===== config.mk =====
export PLATFORM = sky130hd
export DESIGN_NAME = bcd_calendar_to_seconds
export DESIGN_NICKNAME = d
export VERILOG_FILES = /design/src/rtl/bcs_pkg.sv /design/src/rtl/bcs_ctrl.sv /design/src/rtl/bcs_decode.sv /design/src/rtl/bcs_window.sv /design/src/rtl/bcd_calendar_to_seconds.sv
export SDC_FILE = /design/constraint.sdc
export NUM_CORES = 2
export LEC_CHECK = 0
export BUFFER_PORTS_ARGS = -buffer_cell sky130_fd_sc_hd__buf_2
export CAP_MARGIN = 15
export CORE_ASPECT_RATIO = 1.2
export CORE_MARGIN = 5
export CORE_UTILIZATION = 55
export DETAILED_ROUTE_END_ITERATION = 12
export GPL_ROUTABILITY_DRIVEN = 0
export GPL_TIMING_DRIVEN = 0
export PLACE_DENSITY = 0.72
export SLEW_MARGIN = 30
export SYNTH_ARGS = -nofsm -noshare
export SYNTH_HDL_FRONTEND = slang
export SYNTH_HIERARCHICAL = 1
export SYNTH_SLANG_ARGS = --single-unit

===== constraint.sdc =====
create_clock -name clk -period 17.6 [get_ports clk]
set_clock_uncertainty 0.05 [all_clocks]
set_input_delay 2.64 -clock clk [delete_from_list [all_inputs] [get_ports clk]]
set_output_delay 2.64 -clock clk [all_outputs]
set_load 0.02 [all_outputs]

===== src/rtl/bcs_pkg.sv =====
// ----------------------------------------------------------------------------
// bcs_pkg
// types, constants and helper functions of the bcd calendar converter
// ----------------------------------------------------------------------------
package bcs_pkg;

  localparam int NUM_STAGES  = 7;
  localparam int PROD_W      = 47;
  localparam int QUOT_W      = 7;
  localparam int DIFF_W      = 27;
  localparam int RECIP_SHIFT = 40;

  localparam logic [24:0] SECONDS_PER_YEAR = 25'd31536000;
  localparam logic [24:0] HALF_YEAR        = 25'd15768000;
  // floor(2^40 / SECONDS_PER_YEAR)
  localparam logic [15:0] YEAR_RECIP       = 16'd34865;

  typedef struct packed {
    logic [30:0] base_seconds;
    logic [7:0]  low_count_bcd;
    logic [7:0]  tenths_bcd;
    logic [7:0]  seconds_bcd;
    logic [7:0]  minutes_bcd;
    logic [7:0]  hours_bcd;
    logic [7:0]  weekday_bcd;
    logic [7:0]  day_bcd;
    logic [7:0]  month_bcd;
  } sample_t;

  typedef struct packed {
    logic signed [31:0] time_seconds;
    logic [20:0]        time_microseconds;
    logic               not_initialized;
  } result_t;

  typedef struct packed {
    logic [NUM_STAGES-1:0] en;
    logic                  in_stall;
    logic                  out_valid;
  } pipe_ctrl_t;

  typedef struct packed {
    logic [30:0]       base;
    logic [PROD_W-1:0] prod;
    logic [8:0]        days;
    logic [7:0]        hour;
    logic [7:0]        min;
    logic [7:0]        sec;
    logic [7:0]        tenths;
    logic [7:0]        lowc;
    logic              bad;
  } stage1_t;

  function automatic logic [7:0] bcd_to_bin(input logic [7:0] b);
    return {4'd0, b[3:0]} + 8'd10 * {4'd0, b[7:4]};
  endfunction

  function automatic logic [8:0] cum_days(input logic [3:0] idx);
    logic [8:0] d;
    unique case (idx)
      4'd0:    d = 9'd0;
      4'd1:    d = 9'd31;
      4'd2:    d = 9'd59;
      4'd3:    d = 9'd90;
      4'd4:    d = 9'd120;
      4'd5:    d = 9'd151;
      4'd6:    d = 9'd181;
      4'd7:    d = 9'd212;
      4'd8:    d = 9'd243;
      4'd9:    d = 9'd273;
      4'd10:   d = 9'd304;
      4'd11:   d = 9'd334;
      default: d = 9'd0;
    endcase
    return d;
  endfunction

endpackage


===== src/rtl/bcs_ctrl.sv =====
// ----------------------------------------------------------------------------
// bcs_ctrl
// valid bits and stage enables of the conversion pipeline
// ----------------------------------------------------------------------------
module bcs_ctrl (
  input  logic               clk,
  input  logic               rst,
  input  logic               sample_valid,
  input  logic               result_stall,
  output bcs_pkg::pipe_ctrl_t ctrl
);

  logic [bcs_pkg::NUM_STAGES-1:0] valid;
  logic [bcs_pkg::NUM_STAGES-1:0] adv;

  // a stage moves when it is empty or the one after it moves
  always_comb begin
    adv[bcs_pkg::NUM_STAGES-1] = !valid[bcs_pkg::NUM_STAGES-1] || !result_stall;
    for (int k = bcs_pkg::NUM_STAGES - 2; k >= 0; k--) begin
      adv[k] = !valid[k] || adv[k+1];
    end
  end

  always_ff @(posedge clk) begin
    if (rst) begin
      valid <= '0;
    end else begin
      if (adv[0]) begin
        valid[0] <= sample_valid;
      end
      for (int k = 1; k < bcs_pkg::NUM_STAGES; k++) begin
        if (adv[k]) begin
          valid[k] <= valid[k-1];
        end
      end
    end
  end

  assign ctrl.en        = adv;
  assign ctrl.in_stall  = !adv[0];
  assign ctrl.out_valid = valid[bcs_pkg::NUM_STAGES-1];

endmodule


===== src/rtl/bcs_decode.sv =====
// ----------------------------------------------------------------------------
// bcs_decode
// first stage: bcd decode, date check, day index and reciprocal product
// ----------------------------------------------------------------------------
module bcs_decode (
  input  logic             clk,
  input  logic             en,
  input  bcs_pkg::sample_t sample,
  output bcs_pkg::stage1_t s1
);

  bcs_pkg::stage1_t s1_next;
  logic [7:0]       mon;
  logic [7:0]       day;
  logic [7:0]       wday;
  logic [7:0]       mon_idx;

  always_comb begin
    mon     = bcs_pkg::bcd_to_bin(sample.month_bcd);
    day     = bcs_pkg::bcd_to_bin(sample.day_bcd);
    wday    = bcs_pkg::bcd_to_bin(sample.weekday_bcd);
    mon_idx = mon - 8'd1;

    s1_next.base   = sample.base_seconds;
    s1_next.prod   = bcs_pkg::PROD_W'(sample.base_seconds)
                   * bcs_pkg::PROD_W'(bcs_pkg::YEAR_RECIP);
    s1_next.days   = bcs_pkg::cum_days(mon_idx[3:0]) + {1'b0, day} - 9'd1;
    s1_next.hour   = bcs_pkg::bcd_to_bin(sample.hours_bcd);
    s1_next.min    = bcs_pkg::bcd_to_bin(sample.minutes_bcd);
    s1_next.sec    = bcs_pkg::bcd_to_bin(sample.seconds_bcd);
    s1_next.tenths = bcs_pkg::bcd_to_bin(sample.tenths_bcd);
    s1_next.lowc   = bcs_pkg::bcd_to_bin(sample.low_count_bcd);
    s1_next.bad    = (mon < 8'd1) || (mon > 8'd12) || (day < 8'd1) || (day > 8'd31)
                   || (wday < 8'd1) || (wday > 8'd7);
  end

  always_ff @(posedge clk) begin
    if (en) begin
      s1 <= s1_next;
    end
  end

endmodule


===== src/rtl/bcs_window.sv =====
// ----------------------------------------------------------------------------
// bcs_window
// stages two to seven: year modulo, time of year, window fold, final sum
// ----------------------------------------------------------------------------
module bcs_window (
  input  logic                clk,
  input  bcs_pkg::pipe_ctrl_t ctrl,
  input  bcs_pkg::stage1_t    s1,
  output bcs_pkg::result_t    result
);

  localparam int DW = bcs_pkg::DIFF_W;

  // stage 2
  logic [30:0] s2_base;
  logic [30:0] s2_qy;
  logic [13:0] s2_toy;
  logic [7:0]  s2_min;
  logic [7:0]  s2_sec;
  logic [14:0] s2_us;
  logic        s2_bad;
  // stage 3
  logic [30:0] s3_base;
  logic [25:0] s3_rem;
  logic [19:0] s3_toy;
  logic [7:0]  s3_sec;
  logic [20:0] s3_us;
  logic        s3_bad;
  // stage 4
  logic [30:0] s4_base;
  logic [24:0] s4_rem;
  logic [24:0] s4_toy;
  logic [20:0] s4_us;
  logic        s4_bad;
  // stage 5
  logic [30:0]          s5_base;
  logic signed [DW-1:0] s5_diff;
  logic [20:0]          s5_us;
  logic                 s5_bad;
  // stage 6
  logic [30:0]          s6_base;
  logic signed [DW-1:0] s6_diff;
  logic [20:0]          s6_us;
  logic                 s6_bad;

  logic [bcs_pkg::QUOT_W-1:0] quot;
  logic [31:0]                qy_next;
  logic [25:0]                rem_adj;
  logic signed [DW-1:0]       diff_next;
  logic signed [DW-1:0]       fold_next;
  logic signed [DW-1:0]       half;
  logic signed [DW-1:0]       year;

  always_comb begin
    quot      = s1.prod[bcs_pkg::PROD_W-1:bcs_pkg::RECIP_SHIFT];
    qy_next   = 32'(quot) * 32'(bcs_pkg::SECONDS_PER_YEAR);
    rem_adj   = s3_rem - 26'(bcs_pkg::SECONDS_PER_YEAR);
    diff_next = $signed({2'b00, s4_toy}) - $signed({2'b00, s4_rem});
    half      = $signed({2'b00, bcs_pkg::HALF_YEAR});
    year      = $signed({2'b00, bcs_pkg::SECONDS_PER_YEAR});
    priority if (s5_diff > half) begin
      fold_next = s5_diff - year;
    end else if (s5_diff < -half) begin
      fold_next = s5_diff + year;
    end else begin
      fold_next = s5_diff;
    end
  end

  always_ff @(posedge clk) begin
    if (ctrl.en[1]) begin
      s2_base <= s1.base;
      s2_qy   <= qy_next[30:0];
      s2_toy  <= 14'(s1.days) * 14'd24 + 14'(s1.hour);
      s2_min  <= s1.min;
      s2_sec  <= s1.sec;
      s2_us   <= 15'(s1.tenths) * 15'd100 + 15'(s1.lowc);
      s2_bad  <= s1.bad;
    end
    if (ctrl.en[2]) begin
      s3_base <= s2_base;
      s3_rem  <= 26'(s2_base) - 26'(s2_qy);
      s3_toy  <= 20'(s2_toy) * 20'd60 + 20'(s2_min);
      s3_sec  <= s2_sec;
      s3_us   <= 21'(s2_us) * 21'd100;
      s3_bad  <= s2_bad;
    end
    if (ctrl.en[3]) begin
      s4_base <= s3_base;
      s4_rem  <= (s3_rem >= 26'(bcs_pkg::SECONDS_PER_YEAR)) ? rem_adj[24:0] : s3_rem[24:0];
      s4_toy  <= 25'(s3_toy) * 25'd60 + 25'(s3_sec);
      s4_us   <= s3_us;
      s4_bad  <= s3_bad;
    end
    if (ctrl.en[4]) begin
      s5_base <= s4_base;
      s5_diff <= diff_next;
      s5_us   <= s4_us;
      s5_bad  <= s4_bad;
    end
    if (ctrl.en[5]) begin
      s6_base <= s5_base;
      s6_diff <= fold_next;
      s6_us   <= s5_us;
      s6_bad  <= s5_bad;
    end
    if (ctrl.en[6]) begin
      result.time_seconds      <= s6_bad ? 32'sd0
                                : $signed(32'(s6_base) + {{(32-DW){s6_diff[DW-1]}}, s6_diff});
      result.time_microseconds <= s6_bad ? 21'd0 : s6_us;
      result.not_initialized   <= s6_bad;
    end
  end

endmodule


===== src/rtl/bcd_calendar_to_seconds.sv =====
// ----------------------------------------------------------------------------
// bcd_calendar_to_seconds
// converts a bcd clock-chip sample to linear seconds and microseconds
// ----------------------------------------------------------------------------
// the sample channel carries eight bcd counter bytes and a 31-bit reference
// time; the result channel carries signed seconds, microseconds and a flag
// that marks an out-of-range month, day or weekday (then both times are zero)
// a request is taken when valid is high and stall is low on its channel
// the pipeline takes one request every cycle while sample_stall is low, in
// seven register stages: bcd decode with the reciprocal product, quotient
// times year length, remainder with time-of-year build, remainder correction,
// difference, half-year fold and the final sum in the output register
// a stall on the result channel holds the output stage and every full stage
// directly behind it, while a stage with an empty one after it still moves;
// sample_stall rises only when all seven stages are full and the result is
// stalled. reset clears the valid bits only; the block then accepts at once
// ----------------------------------------------------------------------------
module bcd_calendar_to_seconds (
  input  logic             clk,
  input  logic             rst,
  input  logic             sample_valid,
  output logic             sample_stall,
  input  bcs_pkg::sample_t sample,
  output logic             result_valid,
  input  logic             result_stall,
  output bcs_pkg::result_t result
);

  bcs_pkg::pipe_ctrl_t ctrl;
  bcs_pkg::stage1_t    s1;

  bcs_ctrl u_ctrl (
    .clk          (clk),
    .rst          (rst),
    .sample_valid (sample_valid),
    .result_stall (result_stall),
    .ctrl         (ctrl)
  );

  bcs_decode u_decode (
    .clk    (clk),
    .en     (ctrl.en[0]),
    .sample (sample),
    .s1     (s1)
  );

  bcs_window u_window (
    .clk    (clk),
    .ctrl   (ctrl),
    .s1     (s1),
    .result (result)
  );

  assign sample_stall = ctrl.in_stall;
  assign result_valid = ctrl.out_valid;

endmodule


==> run metrics <==
highest routed layer met5; fin. max-slew vios 0; global-route wire length before repair 119000 µm; wire length on met1 30600 µm; fin crit share 42.0%; I/O pins 155; TritonCTS buffer count 58; Hold Path Depth 0; Reg2Reg Depth 15; I/O Buffers 152; Slew HR 46.7%; post-layout util 61.1%; Total Neg Setup Slack 0 ns; final worst path period need 7.39 ns; Setup CP Type in2reg; CP Capture Type flop; Synth Area per Inst 11.9 µm²; All-Layer GR Usage 18.1%; Max FO, Critical Path 6; area of the die 79100 µm²; row count 109; Final Hold Viols 0; post-detail-place hpwl 57700 µm; P&R area growth vs syn 10.6%; Core Footprint 73200 µm²; post_cts resized 0; placed cell count 4501; residual DRC count 0; Critical Path AT 7.70 ns; largest net degree at the start of global routing 57; status finished, final reports clean; YS warnings 6; CTS H-Tree Depth 2; non-filler cells in the finished layout 4615; worst skew pair latency 0.62 ns; Starting Density 55.2%; via count 24600; Post-Route WL 71600 µm; Wirelength per Cell 15.5 µm; CP startpoint kind input pin; vias in the first global route 24800; fraction of layout cells with a size suffix above 1 8.59%; clock sink count 590; cell area after synthesis 40400 µm²; Min-Delay Path Class reg2reg; Nets 4507; RSZ-0062 raised after global routing false; Final ANT Viol Nets 0; Post-Synthesis Cells 3393; max-cap violation count 0; Die X 258 µm; post-CTS setup buffers 0; clk slew on worst S/H paths 0.06 ns; gr ovfl total 0; worst slew pin tran 0.789 ns; CTS tree built; DR vias/cell 5.34; Fill cells 5815; WL met2 35700 µm; final setup fails 0; Clock Root Buffer clkbuf_16; met3 WL 2920 µm; Fmax achieved 135 MHz; Die Height 307 µm; DR pass1 iterations 6; DRT iter0 DRCs 1017; initial antenna violation count 6; Post-CTS Hold Fix Bufs 0; Max Root-Sink Buffers 3; worst path required time 17.90 ns
-- flip-flops by register name, summed over array words and instances, names as in the netlist, 14 cells and up --
signal,flops
u_decode/s1,88
u_window/result,52
u_window/s2_base,31
u_window/s3_base,31
u_window/s4_base,31
u_window/s5_base,31
u_window/s6_base,31
u_window/s6_diff,27
u_window/s5_diff,26
u_window/s4_toy,25
u_window/s3_toy,20
u_window/s2_qy,19
u_window/s3_rem,19
u_window/s3_us,19
u_window/s4_us,19
u_window/s5_us,19
u_window/s6_us,19
u_window/s4_rem,18
u_window/s2_us,15
u_window/s2_toy,14
-- layout by cell type (no fill, tap or decap), drive strengths merged, types with 44 or more instances in the layout --
cell type,count
a21o,96
a21oi,201
buf,176
clkbuf,102
edfxtp,583
fa,183
ha,607
inv,492
nand2,137
nand3,51
nor2,144
nor2b,58
nor3,44
o21ai,92
xnor2,172
xor2,91
-- area by class of cell --
type	instances	area (µm²)	share of cell area [%]
well taps	943	1180	2.64
repair buffers	164	1050	2.34
diodes	5	12.5	0.0280
clock buffers	69	1520	3.41
inverters	490	1840	4.12
flip-flops and latches	590	17600	39.5
multi-input cells	2269	20800	46.5
plain buffers	45	219	0.490
clock inverters	40	473	1.06
-- per-stage QoR --
step	instance area, µm²	hold slack [ns]	setup slack (ns)
floorplan	40400	0.350	10.20
global placement	42400	0.351	9.64
detailed placement	42700	0.355	9.57
CTS	44700	0.346	10.23
global route	44700	0.360	9.98
finish	44700	0.354	10.21
-- routing by layer --
metal | GRT usage, % | up-vias
met5 | 0 | -
met4 | 6.16 | 2
met3 | 2.89 | 123
met2 | 32.2 | 407
met1 | 22.6 | 11600
li1 | - | 12500
-- path summary, 6_finish.rpt --
| kind | slack, ns | endpoint | startpoint |
|---|---|---|---|
| max | 10.21 | u_decode/s1[95]$_DFFE_PP_ | sample[77] |
| min | 0.35 | u_window/s2_base[27]$_DFFE_PP_ | u_decode/s1[124]$_DFFE_PP_ |
| max reg2reg | 12.76 | u_window/s2_qy[24]$_DFFE_PP_ | u_decode/s1[94]$_DFFE_PP_ |
| min reg2reg | 0.35 | u_window/s2_base[27]$_DFFE_PP_ | u_decode/s1[124]$_DFFE_PP_ |
-- critical path, stage by stage --
cell and delay [ns]:
buf_2 0.22, ha_1 0.28, ha_1 0.29, ha_1 0.28, inv_1 0.05, fa_1 0.49
inv_1 0.06, fa_1 0.54, inv_1 0.06, fa_1 0.53, inv_1 0.04, ha_1 0.32
nand2_1 0.09, o211a_1 0.24, a211oi_2 0.24, o22ai_1 0.13, a21oi_2 0.16, a31oi_1 0.11
or3_4 0.41, o41ai_2 0.39, xor2_1 0.10
Power is not shown: default switching activity piles up to over one toggle a cycle in this logic, so the estimate is an artifact.
